$ cat config.mk
export PLATFORM = sky130hd
export DESIGN_NAME = mis_front
export DESIGN_NICKNAME = d
export VERILOG_FILES = /design/src/hdl/assert_macros.svh /design/src/hdl/mis_pkg.sv /design/src/hdl/mis_front.sv
export SDC_FILE = /design/constraint.sdc
export NUM_CORES = 1
export LEC_CHECK = 0
export ABC_AREA = 1
export BUFFER_PORTS_ARGS = -buffer_cell sky130_fd_sc_hd__buf_2
export CAP_MARGIN = 20
export CORE_ASPECT_RATIO = 0.5
export CORE_MARGIN = 5
export CORE_UTILIZATION = 52
export CTS_CLUSTER_SIZE = 16
export DETAILED_ROUTE_END_ITERATION = 16
export PLACE_DENSITY = 0.85
export SETUP_SLACK_MARGIN = 0.05
export SLEW_MARGIN = 20
export SYNTH_ARGS = -nofsm -noshare
export SYNTH_HDL_FRONTEND = slang
export SYNTH_SLANG_ARGS = --single-unit
$ cat constraint.sdc
create_clock -name clock -period 3.5 [get_ports clock]
set_input_delay 0.35 -clock clock [delete_from_list [all_inputs] [get_ports clock]]
set_output_delay 0.35 -clock clock [all_outputs]
set_load 0.005 [all_outputs]
$ cat src/hdl/assert_macros.svh
// ---------------------------------------------------------------------------
// Assertion macros
// Shared concurrent assertion forms; they vanish when NO_ASSERTIONS is set.
// ---------------------------------------------------------------------------
`ifndef ASSERT_MACROS_SVH
`define ASSERT_MACROS_SVH
`ifndef NO_ASSERTIONS
`define ASSERT_IMPLY(label, clk, rst, prop) \
   label: assert property (@(posedge clk) disable iff (rst) prop) \
      else $error("assertion failed");
`define ASSERT_NEVER(label, clk, rst, cond) \
   label: assert property (@(posedge clk) disable iff (rst) !(cond)) \
      else $error("forbidden condition seen");
`else
`define ASSERT_IMPLY(label, clk, rst, prop)
`define ASSERT_NEVER(label, clk, rst, cond)
`endif
`endif

$ cat src/hdl/mis_pkg.sv
// ---------------------------------------------------------------------------
// Merge insertion sorter package
// Types and constants shared by the front end, command queue and back end.
// ---------------------------------------------------------------------------
package mis_pkg;

   localparam int FIFO_DEPTH = 4;
   localparam int FIFO_PTR_W = 2;
   localparam int FIFO_CNT_W = 3;

   typedef enum logic [1:0] {
      STATUS_OK       = 2'd0,
      STATUS_SORTED   = 2'd1,
      STATUS_OVERFLOW = 2'd2
   } status_type;

   typedef struct packed {
      logic signed [31:0] value;
      logic               insert;
      logic               last;
      status_type         status;
   } cmd_type;

   typedef struct packed {
      logic full;
      logic empty;
   } fifo_stat_type;

   typedef enum logic {
      ST_LOAD,
      ST_DRAIN
   } back_state_type;

endpackage

$ cat src/hdl/mis_front.sv
// ---------------------------------------------------------------------------
// Merge insertion sorter front end
// Accepts values, tracks order and overflow, and issues queue commands.
// ---------------------------------------------------------------------------
module mis_front #(
   parameter int MAX_COUNT = 64
) (
   input  logic                clock,
   input  logic                reset,
   input  logic                start,
   input  logic                busy,
   input  logic signed [31:0]  req_value,
   input  logic                req_last,
   output logic                push,
   output mis_pkg::cmd_type    push_cmd
);

   localparam int CW = $clog2(MAX_COUNT + 1);

   logic [CW-1:0]      count_ff, count_in;
   logic               ordered_ff, ordered_in;
   logic               ovf_ff, ovf_in;
   logic signed [31:0] prev_ff, prev_in;
   logic               full;
   logic               ins;
   logic               ord_next;
   logic               ovf_next;

   assign push     = start & ~busy;
   assign full     = (count_ff == CW'(MAX_COUNT));
   assign ins      = ~full;
   assign ord_next = ordered_ff & ~(ins && (count_ff != '0) && (prev_ff > req_value));
   assign ovf_next = ovf_ff | full;

   always_comb begin
      push_cmd.value  = req_value;
      push_cmd.insert = ins;
      push_cmd.last   = req_last;
      if (ovf_next) begin
         push_cmd.status = mis_pkg::STATUS_OVERFLOW;
      end else if (ord_next) begin
         push_cmd.status = mis_pkg::STATUS_SORTED;
      end else begin
         push_cmd.status = mis_pkg::STATUS_OK;
      end
   end

   always_comb begin
      count_in   = count_ff;
      ordered_in = ordered_ff;
      ovf_in     = ovf_ff;
      prev_in    = prev_ff;
      if (push) begin
         if (ins) begin
            prev_in = req_value;
         end
         if (req_last) begin
            count_in   = '0;
            ordered_in = 1'b1;
            ovf_in     = 1'b0;
         end else begin
            count_in   = count_ff + CW'(ins);
            ordered_in = ord_next;
            ovf_in     = ovf_next;
         end
      end
   end

   always_ff @(posedge clock) begin
      if (reset) begin
         count_ff   <= '0;
         ordered_ff <= 1'b1;
         ovf_ff     <= 1'b0;
      end else begin
         count_ff   <= count_in;
         ordered_ff <= ordered_in;
         ovf_ff     <= ovf_in;
      end
   end

   always_ff @(posedge clock) begin
      prev_ff <= prev_in;
   end

endmodule

==> flow_metrics.tcl <==
set metrics [dict create \
    holdCritStartpoint "req_value[24]" \
    fin_crit_ns 2.49 \
    path_class "reg2out" \
    cts_buffers 5 \
    drtPass1Iterations 4 \
    peakVddDrop_uv 199 \
    p_clk_frac 0.348 \
    die_y_um 60.1 \
    syn_area_per_cell_um2 9.56 \
    cts_sinks 41 \
    synth_top_area_share 0.368 \
    grt_pass1_wl_um 7890 \
    grt_pass1_vias 1848 \
    ys_async_sr_fraction 0 \
    intPower_mw 0.829 \
    holdBufCountCts 0 \
    fillers 420 \
    initial_core_util 0.534 \
    postSynthCellCount 273 \
    place_area_um2 2810 \
    ys_seq_elements 41 \
    antenna_found_initial 0 \
    seq_power_share 0.498 \
    period_share 0.712 \
    maxCapViolCount 0 \
    rsz0062_at_grt "no" \
    clk_pin_slew_ns 0.08 \
    wl_um 4860 \
    ios 74 \
    crit_fanout 4 \
    detailedRoute.firstIterationViolations 56 \
    cts_resized 0 \
    finClkSkew_ns 0.00570 \
    swShare 0.251 \
    post_cts_buffers 0 \
    areaGrowthSynthToFinish_pct 11.9 \
    setup_viol 0 \
    drt-wirelength-per-cell_um 12.5 \
    htreeDepth 2 \
    gp_congestion 0.766 \
    yosysWarnings 0 \
    finalMaxSlewViolations 0 \
    synth.distinct_cells 27 \
    yosys.area.top_type "edfxtp_1" \
    cts_tree "done" \
    drive_gt1_frac 0.313 \
    hpwl_um 3910 \
    p_leak_nw 1.49 \
    vias 1833 \
    status "completed" \
    clockRootBuffer "clkbuf_8" \
    core-area_um2 4890 \
    timing.rr.end "prev_ff[13]" \
    viasPerCell 4.70 \
    synth_area_um2 2610 \
    io_buffers 73 \
    cp-end-kind "output port" \
    tightest_slew_ns 0.621 \
    cts_buffer_depth 2 \
    ant_nets 0 \
    setup.worst_path.start_class "flop" \
    placed_cells 382 \
    r2r_setup_slack_ns 1.42 \
    max_slew_margin 0.585 \
    track_usage 0.157 \
    worstPathRequired_ns 3.15 \
    hold_path_class "in2reg" \
    grt_max_degree 22 \
    fin_nets 391 \
    fin_cells 390 \
    hold_path_end "prev_ff[24]" \
    arrival_ns 2.14 \
    min_path_cells 1 \
    p_sw_mw 0.278 \
    die_area_um2 6620 \
    drc 0 \
    fin_tns_setup_ns 0 \
    r2r_start "count_ff[0]" \
    fin_area_um2 2920 \
    synth_fp_nets 345 \
    hold_viol_final 0 \
    ys.flop_type "edfxtp_1" \
    power.density_nw_per_um2 379 \
    rows 18 \
    yosysSeqAreaShare 0.437 \
    max_freq_mhz 401 \
    grt_remaining_overflow 0 \
    dieWidth_um 110 \
    clk_latency_ns 0.31 \
    final_util 0.597 \
    n_antenna_cell 0 \
    worst_r2r_path_depth 6 \
    power.share.combinational 0.154 \
    synthTopCellsByArea "edfxtp_1 37%, ha_1 17%, buf_4 10%" \
    synth_edf_count 32 \
]
[final cells by class]
cell class	count	area, um^2	share of cell area
clock buffer	5	68.8	0.0236
clock inverter	3	41.3	0.0141
inverter	57	214	0.0733
multi-input combinational	140	993	0.340
timing repair buffer	74	373	0.128
sequential	41	1140	0.391
tap	70	87.6	0.0300
[cell families (layout without fill, tap and decap cells)]
group / after synthesis / count (layout) / share of synthesized area
flip-flops: 41 / 41 / 0.437
adder cells (fa/ha/maj): 35 / 35 / 0.168
buffers and inverters: 92 / 139 / 0.183
AND/OR/NAND/NOR: 69 / 69 / 0.135
AO/OA/AOI/OAI: 36 / 36 / 0.0772
[how the worst max path moves through the flow]
stage,from,endpoint,slack [ns]
5_1_grt,prev_ff[23],push_cmd[0],0.84
6_report,prev_ff[31],push_cmd[0],1.01
3_3_place_gp,req_value[23],push_cmd[0],1.35
2_1_floorplan,count_ff[0],prev_ff[0],0.98
3_5_place_dp,req_value[31],push_cmd[0],1.28
4_1_cts,prev_ff[31],push_cmd[0],0.98
[cells in the mapped netlist, types with 3 or more instances]
library cell,n
o21ai_0,5
nand2_2,4
ha_1,35
inv_1,52
nand2_1,35
nor2_1,14
nor2_2,3
o21ai_1,5
inv_2,4
a21oi_1,17
edfxtp_1,32
dfxtp_1,9
nand3_1,4
buf_4,35
[placed cells by master, fill, tap and decap left out, types with 4 or more instances in the layout]
cell type  count
edfxtp_1      32
ha_1          35
inv_2          4
nand2_1       35
nand2_2        4
o21ai_1        5
buf_2         73
nand3_1        4
nor2_1        13
clkbuf_8       5
dfxtp_1        9
nor2_2         4
o21ai_0        5
a21oi_1       17
inv_1         52
[registers in the layout (all words and copies together), names as in the netlist]
name / flops
ovf_ff: 1
count_ff: 7
prev_ff: 32
ordered_ff: 1
[worst max-delay path: stages (launching register included)]
cell      delay (ns)
edfxtp_1        0.38
ha_1            0.36
nand2_2         0.10
nor2_4          0.12
nand2_2         0.07
nor3b_2         0.21
nand2_1         0.10
nand2_1         0.08
nand2_1         0.07
nand3_2         0.09
nand2_2         0.06
nor2_2          0.08
buf_2           0.11
[metal layers]
| layer | wire, um | global-route usage | share of wire | up-vias |
|---|---|---|---|---|
| met1 | 1930 | 0.164 | 0.40 | 841 |
| met3 | 253 | 0.0518 | 0.052 | 6 |
| li1 | - | - | - | 946 |
| met5 | 0 | 0 | 0 | - |
| met2 | 2610 | 0.302 | 0.54 | 40 |
| met4 | 60 | 0.0526 | 0.012 | 0 |
[power by group through the flow]
| stage | clock network (mW) | logic [mW] | registers [mW] |
|---|---|---|---|
| 3_3_place_gp | 0 | 0.161 | 0.561 |
| 3_5_place_dp | 0 | 0.171 | 0.563 |
| 5_1_grt | 0.419 | 0.195 | 0.553 |
| 2_1_floorplan | 0 | 0.123 | 0.561 |
| 6_report | 0.385 | 0.171 | 0.551 |
| 4_1_cts | 0.393 | 0.174 | 0.551 |
[through the flow]
stage | hold slack (ns) | setup slack (ns) | total power, mW
global route | 0.224 | 0.843 | 1.17
finish | 0.239 | 1.01 | 1.11
global placement | 0.465 | 1.35 | 0.722
CTS | 0.229 | 0.977 | 1.12
floorplan | 0.434 | 0.983 | 0.684
detailed placement | 0.480 | 1.28 | 0.734
(Power assumes the default switching activity.)
