### config.mk
export PLATFORM = sky130hd
export DESIGN_NAME = mis_fifo
export DESIGN_NICKNAME = d
export VERILOG_FILES = /design/src/hdl/assert_macros.svh /design/src/hdl/mis_pkg.sv /design/src/hdl/mis_fifo.sv
export SDC_FILE = /design/constraint.sdc
export NUM_CORES = 1
export LEC_CHECK = 0
export ABC_AREA = 1
export BUFFER_PORTS_ARGS = -buffer_cell sky130_fd_sc_hd__buf_2
export CORE_UTILIZATION = 50
export CTS_CLUSTER_SIZE = 40
export DETAILED_ROUTE_END_ITERATION = 10
export PLACE_DENSITY = 0.7
export SYNTH_ARGS = -nofsm -noshare
export SYNTH_HDL_FRONTEND = slang
export SYNTH_SLANG_ARGS = --single-unit
### constraint.sdc
create_clock -name clock -period 8.5 [get_ports clock]
set_input_delay 0.425 -clock clock [delete_from_list [all_inputs] [get_ports clock]]
set_output_delay 0.425 -clock clock [all_outputs]
set_load 0.1 [all_outputs]
### src/hdl/assert_macros.svh
// ---------------------------------------------------------------------------
// Assertion macros
// Shared concurrent assertion forms; they vanish when NO_ASSERTIONS is set.
// ---------------------------------------------------------------------------
`ifndef ASSERT_MACROS_SVH
`define ASSERT_MACROS_SVH
`ifndef NO_ASSERTIONS
`define ASSERT_IMPLY(label, clk, rst, prop) \
   label: assert property (@(posedge clk) disable iff (rst) prop) \
      else $error("assertion failed");
`define ASSERT_NEVER(label, clk, rst, cond) \
   label: assert property (@(posedge clk) disable iff (rst) !(cond)) \
      else $error("forbidden condition seen");
`else
`define ASSERT_IMPLY(label, clk, rst, prop)
`define ASSERT_NEVER(label, clk, rst, cond)
`endif
`endif

### src/hdl/mis_pkg.sv
// ---------------------------------------------------------------------------
// Merge insertion sorter package
// Types and constants shared by the front end, command queue and back end.
// ---------------------------------------------------------------------------
package mis_pkg;

   localparam int FIFO_DEPTH = 4;
   localparam int FIFO_PTR_W = 2;
   localparam int FIFO_CNT_W = 3;

   typedef enum logic [1:0] {
      STATUS_OK       = 2'd0,
      STATUS_SORTED   = 2'd1,
      STATUS_OVERFLOW = 2'd2
   } status_type;

   typedef struct packed {
      logic signed [31:0] value;
      logic               insert;
      logic               last;
      status_type         status;
   } cmd_type;

   typedef struct packed {
      logic full;
      logic empty;
   } fifo_stat_type;

   typedef enum logic {
      ST_LOAD,
      ST_DRAIN
   } back_state_type;

endpackage

### src/hdl/mis_fifo.sv
// ---------------------------------------------------------------------------
// Merge insertion sorter command queue
// Short first-in first-out queue between the front end and the back end.
// ---------------------------------------------------------------------------
module mis_fifo (
   input  logic                    clock,
   input  logic                    reset,
   input  logic                    push,
   input  mis_pkg::cmd_type        push_cmd,
   input  logic                    pop,
   output mis_pkg::cmd_type        head_cmd,
   output mis_pkg::fifo_stat_type  stat
);

   localparam int PW = mis_pkg::FIFO_PTR_W;
   localparam int NW = mis_pkg::FIFO_CNT_W;

   mis_pkg::cmd_type mem_ff [mis_pkg::FIFO_DEPTH];
   logic [PW-1:0]    wr_ptr_ff, wr_ptr_in;
   logic [PW-1:0]    rd_ptr_ff, rd_ptr_in;
   logic [NW-1:0]    cnt_ff, cnt_in;

   assign stat.full  = (cnt_ff == NW'(mis_pkg::FIFO_DEPTH));
   assign stat.empty = (cnt_ff == '0);
   assign head_cmd   = mem_ff[rd_ptr_ff];

   always_comb begin
      wr_ptr_in = wr_ptr_ff + PW'(push);
      rd_ptr_in = rd_ptr_ff + PW'(pop);
      cnt_in    = cnt_ff + NW'(push) - NW'(pop);
   end

   always_ff @(posedge clock) begin
      if (reset) begin
         wr_ptr_ff <= '0;
         rd_ptr_ff <= '0;
         cnt_ff    <= '0;
      end else begin
         wr_ptr_ff <= wr_ptr_in;
         rd_ptr_ff <= rd_ptr_in;
         cnt_ff    <= cnt_in;
      end
   end

   always_ff @(posedge clock) begin
      if (push) begin
         mem_ff[wr_ptr_ff] <= push_cmd;
      end
   end

endmodule

==> summary by stage, run 1 <==
Power
Per report_power, the clock group accounts for 34.5% of the total. The cell-internal power is 1.345 mW. In this run, flip-flops and latches consume 44.7% of the power.

The post-layout total power is 1.994 mW. VDD sags by at most 222.5 uV. Of the total power, combinational logic draws 20.9%. The total power per unit cell area is 273.6 nW/um^2. For this design the total switching power over the nets is 0.6482 mW. Net switching is 32.52% of the power. The total leakage power is 2.831 nW.

Synthesis
The share of the synthesized area in compound gates (AO/OA/AOI/OAI) is 12.90%. The number of instances in the synthesized netlist is 465. The multiplexer area fraction after synthesis is 0%. Counting every net in the synthesized netlist gives 510. The number of different library cells in the post-synthesis netlist is 20. Sorting the synthesized cells by area gives the leading types as edfxtp_1 69%, o211ai_2 6.8%, inv_1 5.1%, nand2_1 3.3%, a21oi_1 3.0%. The fraction of post-synthesis cell area in the top cell type by area is 69.24%. Of the total synthesized cell area, the portion taken by XOR and XNOR cells is 0.2805%. The largest total area in the synthesized netlist belongs to edfxtp_1. The adder and majority gate portion of the synthesized area is 1.122%. After synthesis, the largest family of logic cells by area is compound AO/OA/AOI/OAI gates. Summing the sequential cell areas from Yosys gives 71.49% of the chip area. The simple-gate area share of the yosys netlist is 6.271%. The number of synthesis warnings is 0. A synthesized cell averages 13.43 sq um. The register bit total from synthesis is 151.

The post-synthesis cell area is 6245 sq um.

CTS
The quantity of hold-fixing buffers added after cts is 0. The root buffer selected by CTS is clkbuf_16. Counting every sink on the clock net gives 151. The TritonCTS clock tree is done. Gates resized during post-CTS repair numbered 0.

The H-tree depth is 4. Clock-pin slew was measured on the worst setup and hold paths at 0.06 ns. At the later pin of the worst-skew pair, clock insertion delay measures 0.41 ns. After clock tree synthesis, the setup repair step added 0 buffers. The clock passes through at most 2 buffers. The total clock buffers created by CTS is 17.

Global routing
The initial antenna violation count came to 0. Global routing finished with a remaining overflow of 0. The first-pass GRT wire length is 17280 um.

The largest net degree at the start of global routing is 87. The overall fraction of global-route tracks in use is 18.04%. The number of global-route vias before repair was 3488.

Timing
The post-layout minimum cycle time is 3.319 ns. The tightest hold margin is 0.2232 ns. For the final routed database, the setup TNS stands at 0 ns. The worst-margin pin slew is 1.022 ns. On the final layout, the worst clock skew is 0.004122 ns.

Setup repair after global routing left no endpoint under its margin. The final worst slack is 5.181 ns. The timing-limited maximum frequency is 301.3 MHz. The number of hold-slack violations in the final timing report is 0.

In this run the tightest slew margin relative to its limit is 31.87%. The setup-violating endpoint count in the final report is 0. The final count of pins violating max slew was 0. The post-route clock period utilization is 39.05%.

Setup path
The critical path capture point type is a primary output. The element type at the critical path start is a flop. The arrival time at the worst endpoint is 2.89 ns. STA puts the critical path data required time at 8.08 ns. Of all nets on the critical path, the largest fanout is 86. The kind of critical path is flop to primary output.

Detailed routing
Once detail routing completed, the nets flagged for antenna violations numbered 0. After detailed routing, the wire length on met1 is 4834 um. The met3 routed wirelength is 469 um. In this run the top signal layer used is met4.

Using the TritonRoute via totals, the vias-per-cell ratio works out to 4.874. The final wirelength is 10650 um. After detailed routing, the average wire length per cell comes to 14.68 um. The number of remaining DRC errors is 0.

The first-pass iteration count of the detailed router is 4. The routed design uses 5202 um of met2 wire. The vias after detailed routing is 3534. The initial DRC count is 306.

Layout
In the layout the commonest cells are 144 x edfxtp_1, 85 x inv_1, 77 x buf_2. The summed area of non-filler cells in the final layout is 7287 sq um. The number of nets in the final layout is 589. The diode insertion count for antenna repair is 0. The number of filler cells placed in the layout is 977. The most common library cell in the layout ignoring fill and taps is edfxtp_1. In the final layout, the share of cells above drive strength 1 is 30.16%. The area added between synthesis and finish is 16.69%.

Floorplanning
The vertical extent of the die is 113.8 um. The die area is 12940 sq um. After floorplanning, the core was divided into 40 placement rows.

The width of the chip is 113.8 um. The total core area is 12110 sq um. The effective utilization at floorplan is 51.56%. 78 I/O pins were placed.

Placement
Port buffering added 77 buffers. The congestion estimate from routability-driven global placement came to 0.7183. Prior to clock tree synthesis, the placed netlist has a worst setup slack of 5.631 ns. After legalization and detailed placement, the total HPWL measured 6461 um. Once placement finished, the instance area stood at 6744 sq um.

Status
The flow ran to the end, and the final reports show no timing, DRC or antenna violations.

Flow run
The count of max-cap constraint violations is 0.

Worst hold path
The tightest min-delay check is of the input port to flop type.
[cell type report]
class / count / area, sq um / area share [%]
Inverter: 85 / 319.1 / 4.378
Clock buffer: 17 / 425.4 / 5.838
Multi-Input combinational cell: 205 / 1305 / 17.91
Sequential cell: 151 / 4472 / 61.37
Tap cell: 168 / 210.2 / 2.885
Clock inverter: 15 / 117.6 / 1.614
Timing Repair Buffer: 84 / 437.9 / 6.010
[critical path, cell delays in order, from the launching register on]
cell and delay, ns:
dfxtp_4 0.99, buf_4 0.68, o211ai_1 0.19, nand2_1 0.12
buf_2 0.43
[per-layer routing]
metal	GRT usage (%)	vias up
met1	22.43	1673
met5	0	-
met2	29.39	80
li1	-	1769
met3	4.676	12
met4	9.123	0
[per-stage QoR]
stage | utilization (%) | cells
3_3_place_gp | 55.68 | 693
4_1_cts | 60.17 | 725
6_report | 60.17 | 725
2_1_floorplan | - | 465
3_5_place_dp | 55.68 | 693
5_1_grt | 60.17 | 725
[power groups by stage]
stage               clock (mW)  combinational [mW]  sequential, mW
floorplan                    0               0.375           0.881
global placement             0               0.413           0.904
detailed placement           0               0.420           0.906
CTS                      0.701               0.420           0.891
global route             0.728               0.440           0.896
finish                   0.687               0.416           0.890
[registers in the layout (all words and copies together) (netlist names)]
register / count
cnt_ff: 3
mem_ff: 144
wr_ptr_ff: 2
rd_ptr_ff: 2
[kinds of logic after synthesis]
family                   after synthesis
flip-flops                           151
AO/OA/AOI/OAI                        109
buffers and inverters                109
AND/OR/NAND/NOR                       89
adder cells (fa/ha/maj)                5
XOR/XNOR                               2
[synthesized netlist by cell type]
cell / n
dfxtp_1: 7
o21ai_1: 2
o211ai_1: 2
clkbuf_1: 3
ha_1: 4
nand2_1: 55
nor2_1: 8
fa_1: 1
o21ai_0: 34
edfxtp_1: 144
a21oi_1: 37
buf_6: 8
o211ai_2: 34
buf_4: 4
xnor2_1: 2
nand3_1: 1
nand2_2: 20
buf_2: 9
nor3_1: 5
inv_1: 85
[final timing paths]
| kind | cells after the start | start | to | slack [ns] |
|---|---|---|---|---|
| min | 1 | push_cmd[27] | mem_ff[3][27] | 0.22 |
| max reg2reg | 3 | wr_ptr_ff[1] | mem_ff[2][27] | 6.47 |
| min reg2reg | 3 | cnt_ff[1] | cnt_ff[2] | 0.60 |
| max | 4 | rd_ptr_ff[0] | head_cmd[35] | 5.18 |
Power figures use the tool's default switching activity.
==> run 2, diff against run 1 <==
--- a/config.mk
+++ b/config.mk
@@ -10,7 +10,7 @@
 export CORE_UTILIZATION = 50
 export CTS_CLUSTER_SIZE = 40
 export DETAILED_ROUTE_END_ITERATION = 10
-export PLACE_DENSITY = 0.7
+export PLACE_DENSITY = 0.73
 export SYNTH_ARGS = -nofsm -noshare
 export SYNTH_HDL_FRONTEND = slang
 export SYNTH_SLANG_ARGS = --single-unit
==> constraint.sdc (replaced) <==
create_clock -name clock -period 3.03 [get_ports clock]
set_input_delay 0.1515 -clock clock [delete_from_list [all_inputs] [get_ports clock]]
set_output_delay 0.1515 -clock clock [all_outputs]
set_load 0.1 [all_outputs]
==> summary by stage, run 2 (synthesized netlist as in run 1, its figures left out) <==
Status
Status: finished clean (unchanged).

Placement
The cell area after placement is 6771 sq um (was 6744 sq um). The minimum setup slack after placement came to 1.083 ns (was 5.631 ns). The number of placed instances, taps included came to 695 (was 693). The detailed placement HPWL is 6392 um (was 6461 um). The number of buffers inserted by port buffering is 77 (unchanged). The placer congestion estimate is 0.6981 (was 0.7183).

Floorplanning
The width of the chip is 113.8 um (unchanged). The effective utilization at floorplan is 51.56% (unchanged). The number of top-level pins was 78 (unchanged). The cell row count came to 40 (unchanged). The total core area is 12110 sq um (unchanged). The vertical extent of the die is 113.8 um (unchanged).

The die area came to 12940 sq um (unchanged).

Layout
The count of placed standard cells in the final layout, fillers left out is 762 (was 725). The share of the core filled with cells is 63.43% (was 60.17%). The number of nets in the final layout was 628 (was 589). The area added between synthesis and finish is 23.02% (was 16.69%). The flip-flop count of the largest register after layout is 144 (unchanged). The summed area of non-filler cells in the final layout was 7682 sq um (was 7287 sq um). The most common library cell in the layout ignoring fill and taps is edfxtp_1 (unchanged). The diode insertion count for antenna repair is 0 (unchanged). The register ranked first by flip-flop count is mem_ff (unchanged). Most frequent cells in the layout: 144 x edfxtp_1, 85 x inv_1, 77 x buf_2 (unchanged).

Registers with the highest flip-flop counts: mem_ff (144), cnt_ff (3) (unchanged). The proportion of layout cells with a drive suffix above 1 was 28.62% (was 30.16%).

Global routing
The first-pass GRT wire length was 17910 um (was 17280 um). The overall fraction of global-route tracks in use is 18.66% (was 18.04%). The initial antenna violation count is 0 (unchanged). The largest net degree at the start of global routing came to 72 (was 87).

The total overflow reported by the global router is 0 (unchanged). The number of global-route vias before repair was 3735 (was 3488).

Timing
The setup-violating endpoint count in the final report is 0 (unchanged). Based on the critical path, the design can be clocked at up to 424.7 MHz. The relative max-transition margin was 34.42% (was 31.87%). The number of hold-slack violations in the final timing report is 0 (unchanged).

The tightest hold margin is 0.1049 ns (was 0.2232 ns). The worst path in the final design needs a cycle of 2.355 ns, including I/O delays and setup. The final worst slack is 0.6754 ns (was 5.181 ns). The setup TNS after final layout was 0 ns (unchanged). The setup clock skew after layout is 0.006791 ns (was 0.004122 ns). Unrepaired setup endpoints after global routing: no (unchanged).

The final count of pins violating max slew was 0 (unchanged). After layout, the worst path uses 77.71% of the clock period. The worst-margin pin slew is 0.9837 ns (was 1.022 ns).

Detailed routing
The initial DRC count was 203 (was 306). The final wirelength is 11200 um (was 10650 um). The vias after detailed routing was 3689 (was 3534). The post-detailed-route count of antenna-violating nets was 0 (unchanged). The number of vias per cell after detailed routing is 4.841 (was 4.874).

The first-pass iteration count of the detailed router is 4 (unchanged). The number of remaining DRC errors is 0 (unchanged). The detail-routed net length per standard cell came to 14.70 um (was 14.68 um).

Setup path
The critical path capture point type is a primary output (unchanged). Cell chain of the critical path: o211ai_2, nand2_1, buf_2 (was buf_4, o211ai_1, nand2_1, buf_2). The data required time at the worst endpoint is 2.88 ns (was 8.08 ns). The maximum net fanout on the critical path was 71 (was 86). The kind of critical path is flop to primary output (unchanged). The longest individual stage delay on the worst path is 1.00 ns (was 0.99 ns). The arrival time at the worst endpoint is 2.20 ns (was 2.89 ns).

The slowest cell on the critical path is dfxtp_4 (unchanged). The element type at the critical path start is a flop (unchanged).

CTS
The root buffer selected by CTS was clkbuf_16 (unchanged). The clock-pin slew of the registers on the worst-case setup and hold paths is 0.06 ns (about the same). The total clock buffers created by CTS came to 17 (unchanged). The TritonCTS clock tree is done (unchanged). The clock network latency to the later pin of the worst-skew pair is 0.41 ns (about the same).

The number of setup buffers added after CTS was 0 (unchanged). The maximum buffer depth of the clock tree is 2 (unchanged). The H-tree depth came to 4 (unchanged). The number of sinks driven by the clock tree is 151 (unchanged).

Flow run
The count of max-cap constraint violations is 0 (unchanged).

Power
The total leakage power is 2.988 nW (was 2.831 nW). The post-layout total power came to 5.652 mW (was 1.994 mW). The worst supply voltage drop on vdd is 345.8 uV (was 222.5 uV). The total power per unit cell area was 735.7 nW/um^2 (was 273.6 nW/um^2).

Worst hold path
The class of the tightest hold or removal check is input port to flop (unchanged).
[run 2: cell types whose count changed in the layout (fill, tap and decap cells not counted), sizes merged]
cell	previous run	this run
buf	84	86
clkinv	12	8
clkinvlp	1	3
dlygate4sd3	0	37
[run 2: worst max-delay path: cells and delay by family, from the launching register on]
family	cells	cell delay, ns
AOI/OAI and AO/OA	1	0.18
buffers and inverters	1	0.43
DFF	1	1.00
and+or+nand+nor	1	0.15
[run 2: cell type report]
type                       count  area (sq um)
sequential                   151          4472
fill                         962          4429
multi-input combinational    205          1305
timing repair buffer         123         835.8
clock buffer                  17         425.4
inverter                      85         319.1
tap                          168         210.2
clock inverter                13         115.1
[run 2: power by group]
group / switching, mW / internal [mW]
Clock: 0.755 / 1.18
Combinational: 1.00 / 0.235
Sequential: 0.0790 / 2.40
Total: 1.84 / 3.81
[run 2: final timing paths]
path,cells after the start,endpoint,from,slack (ns)
worst min-delay path,4,rd_ptr_ff[0],pop,0.10
worst max-delay path,3,head_cmd[9],rd_ptr_ff[1],0.68
worst max register to register,7,cnt_ff[2],cnt_ff[0],1.46
worst min register to register,2,wr_ptr_ff[1],wr_ptr_ff[1],0.59
[run 2: timing repair]
action	in CTS	in global routing
hold endpoints to repair	150	0
resized for setup	0	0
setup endpoints to repair	0	0
hold buffers	37	0
[run 2: metal layers]
layer	vias up	wire length, um	track usage (%)
li1	1840	-	-
met1	1759	4640	22.55
met2	86	5993	32.36
met3	4	499	4.729
met4	0	69	6.930
met5	-	0	0
==> run 3, diff against run 2 <==
==> constraint.sdc (replaced) <==
create_clock -name clock -period 1.9 [get_ports clock]
set_input_delay 0.095 -clock clock [delete_from_list [all_inputs] [get_ports clock]]
set_output_delay 0.095 -clock clock [all_outputs]
set_load 0.1 [all_outputs]
==> summary by stage, run 3 (synthesized netlist as in run 1, its figures left out) <==
Global routing
The total overflow reported by the global router is 0 (unchanged). The first-pass GRT wire length is 18730 um (was 17910 um). The number of global-route vias before repair is 3795 (was 3735).

The overall fraction of global-route tracks in use is 19.47% (was 18.66%). The largest net degree at the start of global routing is 68 (was 72). The initial antenna violation count is 0 (unchanged).

Layout
Registers with the highest flip-flop counts: mem_ff (144), cnt_ff (3) (unchanged). The diode insertion count for antenna repair came to 0 (unchanged). Most frequent cells in the layout: 144 x edfxtp_1, 85 x inv_1, 55 x nand2_1 (was 144 x edfxtp_1, 85 x inv_1, 77 x buf_2). The proportion of layout cells with a drive suffix above 1 is 29.31% (was 28.62%). The area added between synthesis and finish is 32.92% (was 23.02%).

The count of placed standard cells in the final layout, fillers left out was 765 (was 762). The summed area of non-filler cells in the final layout is 8300 sq um (was 7682 sq um). The most common library cell in the layout ignoring fill and taps is edfxtp_1 (unchanged).

The flip-flop count of the largest register after layout was 144 (unchanged). The share of the core filled with cells is 68.53% (was 63.43%). The register ranked first by flip-flop count is mem_ff (unchanged). The number of nets in the final layout is 631 (was 628).

Floorplanning
The number of top-level pins is 78 (unchanged). The vertical extent of the die is 113.8 um (unchanged). The width of the chip was 113.8 um (unchanged). The effective utilization at floorplan is 51.56% (unchanged). The die area is 12940 sq um (unchanged). The cell row count is 40 (unchanged). The total core area is 12110 sq um (unchanged).

CTS
The clock-pin slew of the registers on the worst-case setup and hold paths is 0.05 ns (was 0.06 ns). The number of setup buffers added after CTS is 0 (unchanged). The number of sinks driven by the clock tree was 151 (unchanged).

The root buffer selected by CTS is clkbuf_16 (unchanged). The TritonCTS clock tree is done (unchanged). The total clock buffers created by CTS is 17 (unchanged). The clock network latency to the later pin of the worst-skew pair is 0.41 ns (about the same).

The H-tree depth was 4 (unchanged). The maximum buffer depth of the clock tree is 2 (unchanged).

Detailed routing
The met2 wirelength from detailed routing came to 6053 um (was 5993 um). The first-pass iteration count of the detailed router came to 4 (unchanged). The highest signal layer in the routed design was met4 (unchanged). The number of remaining DRC errors was 0 (unchanged). The vias after detailed routing was 3714 (was 3689). The post-detailed-route count of antenna-violating nets was 0 (unchanged). The met3 routed wirelength is 360 um (was 499 um).

The final wirelength is 11510 um (was 11200 um). The detail-routed net length per standard cell was 15.04 um (was 14.70 um). The routed metal-1 wire length came to 4934 um (was 4640 um). The number of vias per cell after detailed routing is 4.855 (was 4.841). The initial DRC count is 171 (was 203).

Timing
The number of hold-slack violations in the final timing report is 0 (unchanged). The worst-margin pin slew was 0.4959 ns (was 0.9837 ns). The setup-violating endpoint count in the final report came to 0 (unchanged). The smallest clock period supported by the final layout is computed as 1.798 ns.

In the finished design, the share of the clock period the worst path needs comes to 94.65%. The final worst slack came to 0.1016 ns (was 0.6754 ns). The final count of pins violating max slew is 0 (unchanged). The setup TNS after final layout is 0 ns (unchanged). The setup clock skew after layout was 0.005611 ns (was 0.006791 ns). The relative max-transition margin is 67.17% (was 34.42%). The timing-limited maximum frequency is 556.0 MHz. Unrepaired setup endpoints after global routing: no (unchanged).

Power
The worst supply voltage drop on vdd came to 629.3 uV (was 345.8 uV). The cell-internal power came to 6.423 mW (was 3.813 mW). The clock group share of total power was 31.4% (was 34.2%).

The switching power total is 3.025 mW (was 1.838 mW). The switching part of the total power is 32.02% (was 32.53%). The total power per unit cell area is 1138 nW/um^2 (was 735.7 nW/um^2). The register share of total power is 41.3% (was 43.9%). The total leakage power is 3.219 nW (was 2.988 nW). The combinational fraction of design power is 27.4% (was 21.9%).

Setup path
The arrival time at the worst endpoint is 1.70 ns (was 2.20 ns). The destination of the worst register-to-register timing path is cnt_ff[2] (unchanged). The data required time at the worst endpoint came to 1.80 ns (was 2.88 ns). The origin of the critical flop-to-flop path is cnt_ff[0] (unchanged). The kind of critical path is flop to primary output (unchanged).

The maximum net fanout on the critical path came to 28 (was 71). The setup slack of the most critical reg-to-reg path is 0.31 ns (was 1.46 ns). The worst reg-to-reg path cell count is 7 (unchanged). The critical path capture point type was a primary output (unchanged).

The element type at the critical path start is a flop (unchanged).

Placement
The number of buffers inserted by port buffering was 77 (unchanged). The cell area after placement was 7402 sq um (was 6771 sq um). The number of placed instances, taps included came to 698 (was 695).

The placer congestion estimate is 0.7143 (was 0.6981). The detailed placement HPWL is 6973 um (was 6392 um). The minimum setup slack after placement came to 0.3092 ns (was 1.083 ns).

Status
Status: finished clean (unchanged).

Flow run
The count of max-cap constraint violations was 0 (unchanged).

Worst hold path
The hold-critical path endpoint is rd_ptr_ff[0] (unchanged). The launch instance of the worst min-delay path is pop (unchanged). The class of the tightest hold or removal check is input port to flop (unchanged). The number of instances on the worst hold path is 4 (unchanged).
## run 3: cell types whose count changed in the layout (fill, tap and decap cells not counted)
| cell | delta |
|---|---|
| buf_12 | +39 |
| buf_2 | -36 |
| buf_4 | -2 |
| buf_6 | +2 |
| bufinv_16 | -1 |
| clkbuf_1 | +3 |
| clkinv_1 | -4 |
| clkinv_2 | +1 |
| clkinv_4 | +1 |
| nor3_1 | -1 |
| nor3_2 | -3 |
| nor3_4 | +4 |
## run 3: timing repair
item	in CTS	in global routing
endpoints found under the hold margin	150	0
setup endpoints to repair	0	5
resized for setup	0	2
hold buffers	37	0
## run 3: final cells by class
type | count | area (sq um)
clock inverter | 10 | 83.83
tap | 168 | 210.2
clock buffer | 20 | 436.7
multi-input combinational | 205 | 1335
sequential | 151 | 4472
inverter | 85 | 319.1
timing repair buffer | 126 | 1444
fill | 824 | 3811
## run 3: how the worst max path moves through the flow
| stage | startpoint | endpoint | slack [ns] | depth (start not counted) |
|---|---|---|---|---|
| 2_1_floorplan | wr_ptr_ff[1] | mem_ff[3][0] | -0.47 | 2 |
| 3_3_place_gp | cnt_ff[0] | cnt_ff[2] | 0.36 | 7 |
| 3_5_place_dp | cnt_ff[0] | cnt_ff[2] | 0.31 | 7 |
| 4_1_cts | rd_ptr_ff[1] | head_cmd[0] | 0.08 | 5 |
| 5_1_grt | rd_ptr_ff[1] | head_cmd[10] | 0.01 | 5 |
| 6_report | rd_ptr_ff[1] | head_cmd[19] | 0.10 | 5 |
## run 3: layer usage
metal | track usage, % | vias up
met5 | 0 | -
met4 | 7.281 | 0
met3 | 4.942 | 12
met2 | 33.09 | 73
met1 | 24.12 | 1784
li1 | - | 1845
## run 3: power groups by stage
stage | combinational, mW | sequential [mW] | clock [mW]
5_1_grt | 2.71 | 3.91 | 3.15
3_5_place_dp | 2.54 | 3.97 | 0
3_3_place_gp | 2.50 | 3.96 | 0
4_1_cts | 2.60 | 3.90 | 3.01
2_1_floorplan | 1.69 | 3.94 | 0
6_report | 2.59 | 3.90 | 2.96
## run 3: critical path: stages, from the launching register on
cell and delay (ns):
dfxtp_4 0.55, buf_12 0.25, a21oi_1 0.06, o21ai_0 0.09, nand2_1 0.13, buf_12 0.19
## run 3: per-stage QoR
stage | power (mW) | hold WS [ns]
2_1_floorplan | 5.626 | 0.1662
3_3_place_gp | 6.457 | 0.3054
3_5_place_dp | 6.502 | 0.3124
4_1_cts | 9.505 | 0.05033
5_1_grt | 9.773 | 0.08507
6_report | 9.448 | 0.05937
